--- src/scpdl_pkg.sv ---
// shared types and constants of the serial commanded dual level pulser
`timescale 1ns / 1ps
`default_nettype none

package scpdl_pkg;

	localparam int FRAME_LEN = 6;
	localparam int IDX_W     = $clog2(FRAME_LEN);
	localparam int LEVEL_W   = 12;
	localparam int PIN_W     = 5;
	localparam logic [7:0] CPU_RESET = 8'd16;

	localparam logic [1:0] OP_BYTE   = 2'd0;
	localparam logic [1:0] OP_TICK   = 2'd1;
	localparam logic [1:0] OP_RX_ERR = 2'd2;

	localparam logic [7:0] CMD_LOAD = 8'd1;
	localparam logic [7:0] CMD_FIRE = 8'd2;

	localparam logic [1:0] ACK_NONE      = 2'd0;
	localparam logic [1:0] ACK_STORED    = 2'd1;
	localparam logic [1:0] ACK_REQUESTED = 2'd2;

	typedef struct packed {
		logic [1:0] opcode;
		logic [7:0] rx_byte;
	} in_t;

	typedef struct packed {
		logic [LEVEL_W-1:0] drive_one;
		logic [LEVEL_W-1:0] drive_two;
		logic [PIN_W-1:0]   pin_bits;
		logic               load_strobe;
		logic               ack_valid;
		logic [1:0]         ack_code;
	} out_t;

	typedef struct packed {
		logic [15:0] level_one;
		logic [15:0] level_two;
		logic [7:0]  pattern;
		logic [7:0]  pulse_len;
	} param_t;

	typedef struct packed {
		logic   pending;
		param_t params;
	} req_t;

	typedef struct packed {
		logic [LEVEL_W-1:0] drive_one;
		logic [LEVEL_W-1:0] drive_two;
		logic [PIN_W-1:0]   pin_bits;
	} drive_t;

endpackage

`default_nettype wire

--- src/scpdl_parser.sv ---
// command byte parser, parameter frame and pending request
`timescale 1ns / 1ps
`default_nettype none

module scpdl_parser (
	input  wire logic             clk,
	input  wire logic             arst_n,
	input  wire logic             en,
	input  wire scpdl_pkg::in_t   item,
	input  wire logic             start,
	output scpdl_pkg::req_t       req,
	output logic [1:0]            ack_code
);

	logic                         collecting_q;
	logic [scpdl_pkg::IDX_W-1:0]  index_q;
	logic [7:0]                   buf_q [scpdl_pkg::FRAME_LEN-1];
	scpdl_pkg::param_t            stored_q;
	scpdl_pkg::req_t              pend_q;
	logic                         is_byte;
	logic                         last_byte;

	assign is_byte   = (item.opcode == scpdl_pkg::OP_BYTE);
	assign last_byte = (index_q == scpdl_pkg::IDX_W'(scpdl_pkg::FRAME_LEN - 1));
	assign req       = pend_q;

	always_comb begin
		ack_code = scpdl_pkg::ACK_NONE;
		if (is_byte) begin
			if (collecting_q) begin
				if (last_byte) begin
					ack_code = scpdl_pkg::ACK_STORED;
				end
			end else if (item.rx_byte == scpdl_pkg::CMD_FIRE) begin
				ack_code = scpdl_pkg::ACK_REQUESTED;
			end
		end
	end

	// frame bytes before the last one
	always_ff @(posedge clk) begin
		if (en && is_byte && collecting_q && !last_byte) begin
			buf_q[index_q] <= item.rx_byte;
		end
	end

	always_ff @(posedge clk or negedge arst_n) begin
		if (!arst_n) begin
			collecting_q <= 1'b0;
			index_q      <= '0;
			stored_q     <= '0;
			pend_q       <= '0;
		end else if (en) begin
			if (start) begin
				pend_q.pending <= 1'b0;
			end
			case (item.opcode)
				scpdl_pkg::OP_BYTE: begin
					if (collecting_q) begin
						if (last_byte) begin
							stored_q.level_one <= {buf_q[0], buf_q[1]};
							stored_q.level_two <= {buf_q[2], buf_q[3]};
							stored_q.pattern   <= buf_q[4];
							stored_q.pulse_len <= item.rx_byte;
							collecting_q       <= 1'b0;
							index_q            <= '0;
						end else begin
							index_q <= index_q + scpdl_pkg::IDX_W'(1);
						end
					end else if (item.rx_byte == scpdl_pkg::CMD_LOAD) begin
						collecting_q <= 1'b1;
						index_q      <= '0;
					end else if (item.rx_byte == scpdl_pkg::CMD_FIRE) begin
						pend_q.params  <= stored_q;
						pend_q.pending <= 1'b1;
					end
				end
				scpdl_pkg::OP_RX_ERR: begin
					collecting_q <= 1'b0;
					index_q      <= '0;
				end
				default: begin
				end
			endcase
		end
	end

endmodule

`default_nettype wire

--- src/scpdl_pulse.sv ---
// pulse sequencer with tick counter and drive registers
`timescale 1ns / 1ps
`default_nettype none

module scpdl_pulse (
	input  wire logic            clk,
	input  wire logic            arst_n,
	input  wire logic            en,
	input  wire logic            tick,
	input  wire logic [7:0]      cycles_per_us,
	input  wire scpdl_pkg::req_t req,
	output logic                 start,
	output logic                 strobe,
	output scpdl_pkg::drive_t    drive_d
);

	typedef enum logic [2:0] {
		PH_IDLE = 3'b001,
		PH_HIGH = 3'b010,
		PH_LOW  = 3'b100
	} phase_t;

	phase_t            phase_q, phase_d;
	logic [15:0]       rem_q, rem_d, rem_dec, span;
	logic [7:0]        rate;
	scpdl_pkg::drive_t drive_q;

	assign rate    = (cycles_per_us == 8'd0) ? 8'd1 : cycles_per_us;
	assign span    = 16'(req.params.pulse_len) * 16'(rate);
	assign rem_dec = (rem_q != 16'd0) ? rem_q - 16'd1 : 16'd0;

	always_comb begin
		phase_d = phase_q;
		rem_d   = rem_q;
		drive_d = drive_q;
		strobe  = 1'b0;
		start   = 1'b0;
		if (tick) begin
			case (phase_q)
				PH_IDLE: begin
					if (req.pending) begin
						start             = 1'b1;
						strobe            = 1'b1;
						drive_d.drive_one = req.params.level_one[scpdl_pkg::LEVEL_W-1:0];
						drive_d.drive_two = req.params.level_two[scpdl_pkg::LEVEL_W-1:0];
						drive_d.pin_bits  = req.params.pattern[scpdl_pkg::PIN_W-1:0];
						rem_d             = span;
						phase_d           = PH_HIGH;
					end
				end
				PH_HIGH: begin
					rem_d = rem_dec;
					if (rem_dec == 16'd0) begin
						strobe            = 1'b1;
						drive_d.drive_one = '0;
						drive_d.drive_two = '0;
						rem_d             = {8'd0, rate};
						phase_d           = PH_LOW;
					end
				end
				PH_LOW: begin
					rem_d = rem_dec;
					if (rem_dec == 16'd0) begin
						drive_d.pin_bits = '0;
						phase_d          = PH_IDLE;
					end
				end
				default: begin
					phase_d = PH_IDLE;
				end
			endcase
		end
	end

	always_ff @(posedge clk or negedge arst_n) begin
		if (!arst_n) begin
			phase_q <= PH_IDLE;
			rem_q   <= '0;
			drive_q <= '0;
		end else if (en) begin
			phase_q <= phase_d;
			rem_q   <= rem_d;
			drive_q <= drive_d;
		end
	end

endmodule

`default_nettype wire

--- src/serial_commanded_dual_level_pulser_unit.sv ---
// top level of the serial commanded dual level pulser
// an accepted transaction is registered, processed once it can advance and its
// result is held in the output register until out_ready takes it
// throughput is one transaction per cycle while out_ready stays high
// arst_n clears all control state, the levels, pins and pending request
// cycles_per_us resets to 16
`timescale 1ns / 1ps
`default_nettype none

module serial_commanded_dual_level_pulser_unit (
	input  wire logic            clk,
	input  wire logic            arst_n,
	input  wire logic            cfg_wr_en,
	input  wire logic [7:0]      cfg_wr_data,
	input  wire logic            in_valid,
	output logic                 in_ready,
	input  wire scpdl_pkg::in_t  in_data,
	output logic                 out_valid,
	input  wire logic            out_ready,
	output scpdl_pkg::out_t      out_data
);

	logic [7:0]        cycles_per_us_q;
	logic              item_vld_s1;
	scpdl_pkg::in_t    item_s1;
	logic              res_vld_s2;
	scpdl_pkg::out_t   res_s2;
	logic              advance;
	logic              start;
	logic              strobe;
	logic [1:0]        ack_code;
	scpdl_pkg::req_t   req;
	scpdl_pkg::drive_t drive_d;

	assign advance   = item_vld_s1 && (!res_vld_s2 || out_ready);
	assign in_ready  = !item_vld_s1 || advance;
	assign out_valid = res_vld_s2;
	assign out_data  = res_s2;

	always_ff @(posedge clk or negedge arst_n) begin
		if (!arst_n) begin
			cycles_per_us_q <= scpdl_pkg::CPU_RESET;
		end else if (cfg_wr_en) begin
			cycles_per_us_q <= cfg_wr_data;
		end
	end

	always_ff @(posedge clk or negedge arst_n) begin
		if (!arst_n) begin
			item_vld_s1 <= 1'b0;
			res_vld_s2  <= 1'b0;
		end else begin
			if (in_ready) begin
				item_vld_s1 <= in_valid;
			end
			if (advance) begin
				res_vld_s2 <= 1'b1;
			end else if (out_ready) begin
				res_vld_s2 <= 1'b0;
			end
		end
	end

	always_ff @(posedge clk) begin
		if (in_valid && in_ready) begin
			item_s1 <= in_data;
		end
		if (advance) begin
			res_s2.drive_one   <= drive_d.drive_one;
			res_s2.drive_two   <= drive_d.drive_two;
			res_s2.pin_bits    <= drive_d.pin_bits;
			res_s2.load_strobe <= strobe;
			res_s2.ack_valid   <= (ack_code != scpdl_pkg::ACK_NONE);
			res_s2.ack_code    <= ack_code;
		end
	end

	scpdl_parser u_parser (
		.clk      (clk),
		.arst_n   (arst_n),
		.en       (advance),
		.item     (item_s1),
		.start    (start),
		.req      (req),
		.ack_code (ack_code)
	);

	scpdl_pulse u_pulse (
		.clk           (clk),
		.arst_n        (arst_n),
		.en            (advance),
		.tick          (item_s1.opcode == scpdl_pkg::OP_TICK),
		.cycles_per_us (cycles_per_us_q),
		.req           (req),
		.start         (start),
		.strobe        (strobe),
		.drive_d       (drive_d)
	);

endmodule

`default_nettype wire

--- config.mk ---
export PLATFORM = sky130hd
export DESIGN_NAME = serial_commanded_dual_level_pulser_unit
export DESIGN_NICKNAME = d
export VERILOG_FILES = /design/src/scpdl_pkg.sv /design/src/scpdl_parser.sv /design/src/scpdl_pulse.sv /design/src/serial_commanded_dual_level_pulser_unit.sv
export SDC_FILE = /design/constraint.sdc
export NUM_CORES = 1
export LEC_CHECK = 0
export ABC_AREA = 1
export BUFFER_PORTS_ARGS = -buffer_cell sky130_fd_sc_hd__buf_2
export CORE_MARGIN = 1
export CORE_UTILIZATION = 58
export CTS_CLUSTER_SIZE = 16
export DETAILED_ROUTE_END_ITERATION = 12
export GPL_ROUTABILITY_DRIVEN = 0
export PLACE_DENSITY = 0.73
export SLEW_MARGIN = 10
export SYNTH_ARGS = -nofsm -noshare
export SYNTH_HDL_FRONTEND = slang
export SYNTH_SLANG_ARGS = --single-unit
--- constraint.sdc ---
create_clock -name clk -period 5.5 [get_ports clk]
set_input_delay 0.275 -clock clk [delete_from_list [all_inputs] [get_ports clk]]
set_output_delay 0.275 -clock clk [all_outputs]
set_load 0.005 [all_outputs]
==> results.cfg, run 1 <==
[sta]
slew_viol_final = 0
tightest_slew_ns = 1.120
hold_viol = 0
maxSlewHeadroom = 0.2464
rsz0062_at_grt = false
fmax_ghz = 0.2188
tns_ns = 0
finalSetupViolations = 0
finalCriticalPeriod_ns = 4.571
clock_skew_ns = 0.01979
period_share = 0.8310

[hold_path]
holdPathStages = 2
hold_start = cfg_wr_data[7]
hp-class = input port to flip-flop
hold_path_end = cycles_per_us_q[7]

[global_routing]
grt-ovfl-total = 0
grt_max_degree = 82
grtUsageTotal = 0.2358
grt_pass1_wl_mm = 37.81
antenna_found_initial = 0
grt_pass1_vias = 7935

[floorplanning]
core-area_um2 = 18710
rows = 50
pin_count = 58
die_w_um = 140.1
initial_core_util = 0.5915
dieArea_um2 = 19630
die_height_um = 140.1

[routing]
wl_per_cell_um = 13.99
wl_mm = 22.07
vias = 8228
drc_errors = 0
firstDrtPassIters = 5
routed_via_density = 5.218
drtIter0Drc = 571
postRouteAntennaNets = 0

[yosys]
synth_edf_count = 72
synth_top_area_share = 0.3053
synth-async-reset-ratio = 0.6555
synth_area_per_cell_um2 = 8.705
synth-main-ff-cell = dfrtp_1
synthDistinctLibCells = 38
ys_seq_area_frac = 0.5055
yosysMostFrequentCell = nand2_1
ys_ff_latch = 209
syn_nets = 1368
synth_top_area_cell = dfrtp_1
ys_warn_count = 0
syn_area_um2 = 11060
netlist_instances = 1271
synthTopCellsByCount = 387 x nand2_1, 217 x inv_1, 135 x dfrtp_1, 88 x nor2_1, 72 x edfxtp_1
synth_area_leaders = dfrtp_1 31%, edfxtp_1 20%, nand2_1 13%

[setup_path]
path_buf_inv = 4
critical_path_class = flip-flop to flip-flop
r2r-end = u_pulse.rem_q[12]
reg2reg_depth = 21
reg2reg_slack_ns = 0.93
r2r-start = cycles_per_us_q[4]
crit_family = adder cells
critPathCaptureType = flip-flop
arrival_ns = 4.97
slowest_delay_ns = 0.63
path_cells = inv_1 -> nand4_1 -> nor4_1 -> nor2_1 -> nor2_1 -> fa_1 -> fa_1 -> inv_1 -> fa_1 -> inv_1 -> ha_1 -> nand2_1 -> inv_1 -> a21oi_1 -> o21ai_0 -> a31oi_1 -> or2_2 -> nand3_1 -> nand2_1 -> nand2_1 -> nand2_1
crit_required_ns = 5.90
worst_path_max_delay_cell = dfstp_2
path_max_fanout = 10
critPathLaunchType = flip-flop

[clock_tree]
cts-root-buf = clkbuf_16
clk_pin_slew_ns = 0.06
cts.sinks = 209
cts_max_level = 1
cts_resized = 0
insertion_delay_ns = 0.50
hold_buffers = 14
cts_tree = yes
cts_max_path_buffers = 3
cts_buffers = 22
cts_setup_buffers = 0

[placement]
port_buffers = 57
dpl.hpwl_mm = 15.20

[pwr]
leakage_nw = 6.563
ir_drop_v = 0.0002962
total_power_mw = 4.413
p_per_area_nw_per_um2 = 356.8

[finish]
drive_gt1_frac = 0.09084
nets = 1424
diodes = 0
num-fill-cells = 1472
area_growth_pct = 11.77
post-route-util = 0.6611

[job]
maxCapViolCount = 0

[run_status]
status = completed
-- final cells by class --
class,instances,area (µm²),area share
Sequential cell,209,5593,0.4522
Multi-Input combinational cell,798,4467,0.3612
Clock inverter,10,96.34,0.007790
Inverter,217,814.5,0.06586
Clock buffer,30,611.8,0.04947
Timing Repair Buffer,79,491.7,0.03976
Tap cell,234,292.8,0.02367
-- state kept, by name, summed over array words and instances, names as in the netlist, 3 cells and up --
| name | count |
|---|---|
| u_parser.req | 38 |
| u_pulse.drive_q | 29 |
| u_parser.index_q | 3 |
| item_s1 | 10 |
| cycles_per_us_q | 8 |
| u_pulse.phase_q | 3 |
| u_pulse.rem_q | 16 |
| out_data | 33 |
| u_parser.buf_q | 29 |
| u_parser.stored_q | 37 |
-- routing by layer --
layer | vias up | share of wire | GRT usage
li1 | 4090 | - | -
met1 | 3905 | 0.48 | 0.3490
met2 | 205 | 0.46 | 0.3789
met3 | 28 | 0.040 | 0.02769
met4 | 0 | 0.015 | 0.04685
met5 | - | 0 | 0
-- worst max path at each step --
stage	cells after the start	from	endpoint	slack [ns]
3_3_place_gp	21	cycles_per_us_q[4]	u_pulse.rem_q[12]	1.06
6_report	21	cycles_per_us_q[4]	u_pulse.rem_q[12]	0.93
2_1_floorplan	22	cycles_per_us_q[4]	u_pulse.rem_q[12]	1.15
4_1_cts	21	cycles_per_us_q[4]	u_pulse.rem_q[12]	0.93
3_5_place_dp	21	cycles_per_us_q[4]	u_pulse.rem_q[12]	0.93
5_1_grt	19	cycles_per_us_q[4]	u_pulse.rem_q[13]	0.50
-- kinds of logic (layout without fill, tap and decap cells) --
logic type / count (synthesis) / count (layout) / share of synthesized area
buf+inv: 264 / 336 / 0.09148
xor+xnor: 7 / 7 / 0.005541
simple gates: 566 / 566 / 0.2083
compound gates: 140 / 140 / 0.06989
flops: 209 / 209 / 0.5055
mux: 11 / 11 / 0.01120
fa+ha+maj: 74 / 74 / 0.1081
-- report_power, final --
group          switching [mW]  total, mW  internal [mW]
clock                   0.590       1.46          0.872
combinational           0.716       1.05          0.338
sequential              0.125       1.90           1.77
-- per-stage QoR --
stage / area, µm² / cells / hold WS (ns) / setup WS [ns]
2_1_floorplan: 11060 / 1271 / -0.02059 / 1.150
6_report: 12370 / 1577 / 0.01366 / 0.9294
3_5_place_dp: 11520 / 1523 / 0.3812 / 0.9277
3_3_place_gp: 11520 / 1523 / 0.3838 / 1.057
5_1_grt: 12370 / 1577 / 0.01069 / 0.5028
4_1_cts: 12370 / 1577 / 0.002826 / 0.9279
-- placed cells by master, fill, tap and decap left out, types with 2 or more instances in the layout --
cell type / n
nor2_2: 3
a22oi_1: 7
fa_1: 36
nand2_2: 4
a2bb2oi_1: 3
nor3_1: 10
bufinv_16: 2
o21ai_0: 61
nand2_1: 386
clkinv_1: 6
xor2_1: 4
a31oi_1: 5
nand4_1: 8
o21bai_1: 4
or2_2: 2
nor2_1: 88
xnor2_1: 3
dlygate4sd3_1: 14
nand3b_1: 4
ha_1: 38
edfxtp_1: 72
dfstp_2: 2
clkbuf_16: 23
nor4_1: 3
buf_4: 8
inv_1: 216
dfrtp_1: 135
nand3_1: 51
mux2_2: 11
nand3_2: 2
clkbuf_1: 6
a21oi_1: 52
buf_2: 56
a221oi_1: 6
-- worst register-to-register path, cell delays in order (launching register included) --
cell,delay [ns]
dfstp_2,0.63
inv_1,0.08
nand4_1,0.09
nor4_1,0.05
nor2_1,0.41
nor2_1,0.13
fa_1,0.53
fa_1,0.54
inv_1,0.05
fa_1,0.47
inv_1,0.04
ha_1,0.33
nand2_1,0.07
inv_1,0.07
a21oi_1,0.09
o21ai_0,0.28
a31oi_1,0.14
or2_2,0.29
nand3_1,0.06
nand2_1,0.05
nand2_1,0.05
nand2_1,0.05
Power figures use the tool's default switching activity.
==> inputs of run 2 (changes only) <==
==> constraint.sdc (replaced) <==
create_clock -name clk -period 4.7 [get_ports clk]
set_input_delay 0.235 -clock clk [delete_from_list [all_inputs] [get_ports clk]]
set_output_delay 0.235 -clock clk [all_outputs]
set_load 0.005 [all_outputs]
==> results.cfg, run 2 (synthesis gave the netlist of run 1 again) <==
[sta]
period_share = 0.9281
fin_hold_ws_ns = 0.03468
clock_skew_ns = 0.02497
tightest_slew_ns = 1.259
fmax_ghz = 0.2293
finalSetupViolations = 0
hold_viol = 0
finalCriticalPeriod_ns = 4.362
tns_ns = 0
maxSlewHeadroom = 0.1529
slew_viol_final = 0
rsz0062_at_grt = false
setup_slack_ns = 0.3380

[setup_path]
r2r-start = cycles_per_us_q[4]
critPathLaunchType = flip-flop
path_max_fanout = 10
arrival_ns = 4.77
crit_start = cycles_per_us_q[4]
crit_required_ns = 5.11
critical_path_class = flip-flop to flip-flop
critPathCaptureType = flip-flop

[global_routing]
antenna_found_initial = 0
grt_pass1_wl_mm = 37.27
grt-ovfl-total = 0
grtUsageTotal = 0.2345
grt_pass1_vias = 7836
grt_max_degree = 91

[floorplanning]
core-area_um2 = 18710
initial_core_util = 0.5915
dieArea_um2 = 19630
rows = 50
die_w_um = 140.1
die_height_um = 140.1
pin_count = 58

[hold_path]
hp-class = input port to flip-flop
hold_start = cfg_wr_en

[finish]
multi_input_area_um2 = 4473
final_common_cell = nand2_1
nets = 1438
final_cell_count_no_fill = 1591
final_cell_mix = 386 x nand2_1, 216 x inv_1, 133 x dfrtp_1
regArea_um2 = 5595
diodes = 0
num-fill-cells = 1479
drive_gt1_frac = 0.1017
largest_register_ffs = 38
area_growth_pct = 13.63

[placement]
dp_slack_ns = 0.09886
port_buffers = 57
dp_cells = 1528
dpl.hpwl_mm = 15.16

[clock_tree]
cts-root-buf = clkbuf_16
cts.sinks = 209
clk_pin_slew_ns = 0.07
cts_max_path_buffers = 3
cts_buffers = 23
cts_tree = yes
insertion_delay_ns = 0.51
cts_max_level = 1

[routing]
postRouteAntennaNets = 0
firstDrtPassIters = 7
wl_mm = 22.29
wl_per_cell_um = 14.01
routed_via_density = 5.176
drtIter0Drc = 501
drc_errors = 0
vias = 8235

[run_status]
status = completed

[job]
maxCapViolCount = 0

[pwr]
p_per_area_nw_per_um2 = 424.3
leakage_nw = 6.662
ir_drop_v = 0.0003163
-- run 2: metrics by stage --
step	utilization	instance area [µm²]	power (mW)
floorplan	-	11060	3.125
global placement	0.6178	11560	3.424
detailed placement	0.6178	11560	3.446
CTS	0.6712	12560	5.345
global route	0.6721	12570	5.634
finish	0.6721	12570	5.334
-- run 2: critical path, stage by stage, from the launching register on --
cell and delay, ns:
dfstp_2 0.63, nand2_1 0.09, fa_1 0.47, fa_1 0.55
inv_1 0.05, fa_1 0.47, inv_1 0.05, fa_1 0.47
inv_1 0.04, ha_1 0.34, nand2_1 0.06, inv_1 0.07
a21oi_1 0.09, o21ai_1 0.23, a31oi_1 0.14, or2_2 0.29
nand3_1 0.07, nand2_1 0.05, nand2_1 0.05, nand2_1 0.05
-- run 2: path summary, 6_finish.rpt --
kind	cells past startpoint	slack, ns	endpoint
setup / recovery	19	0.34	u_pulse.rem_q[12]
hold / removal	3	0.03	cycles_per_us_q[4]
setup reg to reg	19	0.34	u_pulse.rem_q[12]
hold reg to reg	2	0.48	u_pulse.drive_q[28]
max in group asynchronous	3	3.15	cycles_per_us_q[3]
min in group asynchronous	2	0.38	u_pulse.drive_q[15]
-- run 2: cell type report --
| type | count | area share |
|---|---|---|
| clock buffers | 30 | 0.04946 |
| clock inverters | 11 | 0.01334 |
| inverters | 217 | 0.06479 |
| multi-input cells | 798 | 0.3558 |
| flip-flops and latches | 209 | 0.4451 |
| well taps | 234 | 0.02329 |
| repair buffers | 92 | 0.04827 |
-- run 2: repair_timing --
action	in CTS	in global routing
gates resized for setup	0	5
setup buffers	0	1
endpoints found under the setup margin	0	5
hold endpoints to repair	108	0
hold buffers	21	0
-- run 2: routing by layer --
metal  vias up  GRT usage  part of all wire  wire length (µm)
met5         -          0                 0                 0
met2       230     0.3766              0.45             10140
met1      3848     0.3393              0.47             10580
met4         0    0.06709             0.023               520
li1       4115          -                 -                 -
met3        42    0.02735             0.047              1045
-- run 2: power breakdown --
part,total (mW),switching (mW),internal (mW),leakage [nW]
clock network,1.88,0.720,1.16,0.385
registers,2.22,0.145,2.07,2.36
logic,1.24,0.835,0.404,3.92
total,5.33,1.70,3.63,6.66
==> inputs of run 3 (changes only) <==
--- a/config.mk
+++ b/config.mk
@@ -16,4 +16,5 @@
 export SLEW_MARGIN = 10
 export SYNTH_ARGS = -nofsm -noshare
 export SYNTH_HDL_FRONTEND = slang
+export SYNTH_HIERARCHICAL = 1
 export SYNTH_SLANG_ARGS = --single-unit
==> results.cfg, run 3 <==
[run_status]
status = completed

[sta]
tightest_slew_ns = 0.9190
tns_ns = 0
hold_viol = 0
period_share = 0.9324
maxSlewHeadroom = 0.3873
slew_viol_final = 0
clock_skew_ns = 0.02253
finalSetupViolations = 0
fmax_ghz = 0.2282
finalCriticalPeriod_ns = 4.382
rsz0062_at_grt = false

[hold_path]
hold_start = out_ready
hp-class = input port to flip-flop

[pwr]
p_per_area_nw_per_um2 = 383.8
total_power_mw = 5.006
ir_drop_v = 0.0002938
leakage_nw = 6.963

[global_routing]
grt_pass1_vias = 8188
grt_max_degree = 98
antenna_found_initial = 0
grt-ovfl-total = 0
grtUsageTotal = 0.2417
grt_pass1_wl_mm = 39.68

[floorplanning]
core-area_um2 = 19590
pin_count = 58
rows = 51
dieArea_um2 = 20720
initial_core_util = 0.5967
die_w_um = 144.0
die_height_um = 144.0

[routing]
routed_via_density = 5.173
vias = 8804
firstDrtPassIters = 5
wl_per_cell_um = 13.89
drc_errors = 0
wl_mm = 23.65
drtIter0Drc = 623
postRouteAntennaNets = 0

[setup_path]
crit_path_frequent_cell = inv_1
path_max_fanout = 9
critPathCaptureType = flip-flop
critical_path_class = flip-flop to flip-flop
slowest_delay_ns = 0.54
arrival_ns = 4.75
critPathLaunchType = flip-flop
r2r-start = u_parser/req[5]
path_cells = nand2_1 -> inv_1 -> fa_1 -> inv_1 -> fa_1 -> inv_1 -> fa_1 -> inv_1 -> fa_1 -> inv_1 -> ha_1 -> a21oi_1 -> o21ai_1 -> a21oi_1 -> o21bai_1 -> o21a_1 -> o21ai_0 -> o21ai_0
crit_start = u_parser/req[5]
worst_path_max_delay_cell = fa_1
crit_required_ns = 5.07

[yosys]
syn_nets = 1460
netlist_instances = 1363
ys_warn_count = 6
synth_area_per_cell_um2 = 8.576
syn_area_um2 = 11690

[finish]
final_cell_mix = 463 x nand2_1, 202 x inv_1, 133 x dfrtp_1
diodes = 0
largest_register_ffs = 38
area_growth_pct = 11.58
fin_area_um2 = 13040
nets = 1517
drive_gt1_frac = 0.1336
final_common_cell = nand2_1

[clock_tree]
cts_max_level = 1
clk_pin_slew_ns = 0.06
cts_buffers = 23
insertion_delay_ns = 0.51
cts_max_path_buffers = 3
cts.sinks = 209
cts-root-buf = clkbuf_16
cts_tree = yes

[job]
maxCapViolCount = 0

[placement]
port_buffers = 57
postPlaceCellArea_um2 = 12100
dpl.hpwl_mm = 15.98
==> run 3: where the power goes <==
| part | switching [mW] | internal (mW) |
|---|---|---|
| Clock | 0.695 | 1.02 |
| Sequential | 0.114 | 2.00 |
| Combinational | 0.806 | 0.375 |
==> run 3: per-layer routing <==
metal	wire, µm	vias up	GRT usage
li1	-	4400	-
met2	10300	273	0.3633
met3	1310	27	0.03299
met5	0	-	0
met4	411	0	0.05375
met1	11620	4104	0.3713
==> run 3: path summary, 6_finish.rpt <==
check                                          to  slack [ns]  depth (start not counted)
worst max-delay path            u_pulse/rem_q[12]        0.32                         18
worst min register to register   u_pulse/rem_q[0]        0.48                          2
worst max register to register  u_pulse/rem_q[12]        0.32                         18
worst min-delay path                    out_valid        0.04                          4
min in group asynchronous        u_pulse/rem_q[2]        0.38                          2
max in group asynchronous        u_parser/req[43]        3.19                          3
==> run 3: final cells by class <==
class                           instances  area (µm²)
Fill cell                            1628        6548
Sequential cell                       209        5595
Multi-Input combinational cell        882        4981
Inverter                              210       788.3
Timing Repair Buffer                   94       619.3
Clock buffer                           29       598.1
Tap cell                              265       331.6
Clock inverter                         13       128.9
==> run 3: repair_timing <==
item	4_1_cts	5_1_grt
hold buffers	20	0
endpoints found under the setup margin	0	4
hold endpoints to repair	113	0
setup buffers	0	1
gates resized for setup	0	5
==> run 3: metrics by stage <==
| step | hold WS [ns] | util | cells | worst slack (ns) |
|---|---|---|---|---|
| floorplan | -0.06059 | - | 1363 | 0.3794 |
| finish | 0.03836 | 0.6658 | 1702 | 0.3177 |
| CTS | 0.02653 | 0.6649 | 1701 | 0.1816 |
| global placement | 0.3931 | 0.6176 | 1639 | 0.2926 |
| detailed placement | 0.3966 | 0.6176 | 1639 | 0.1917 |
| global route | 0.04402 | 0.6658 | 1702 | 0.01278 |
==> run 3: critical path: cells and delay by family (launching register included) <==
family	cells	cell delay, ns
buf+inv	5	0.26
fa+ha+maj	5	2.35
flops	1	0.48
compound gates	7	1.09
simple gates	1	0.10
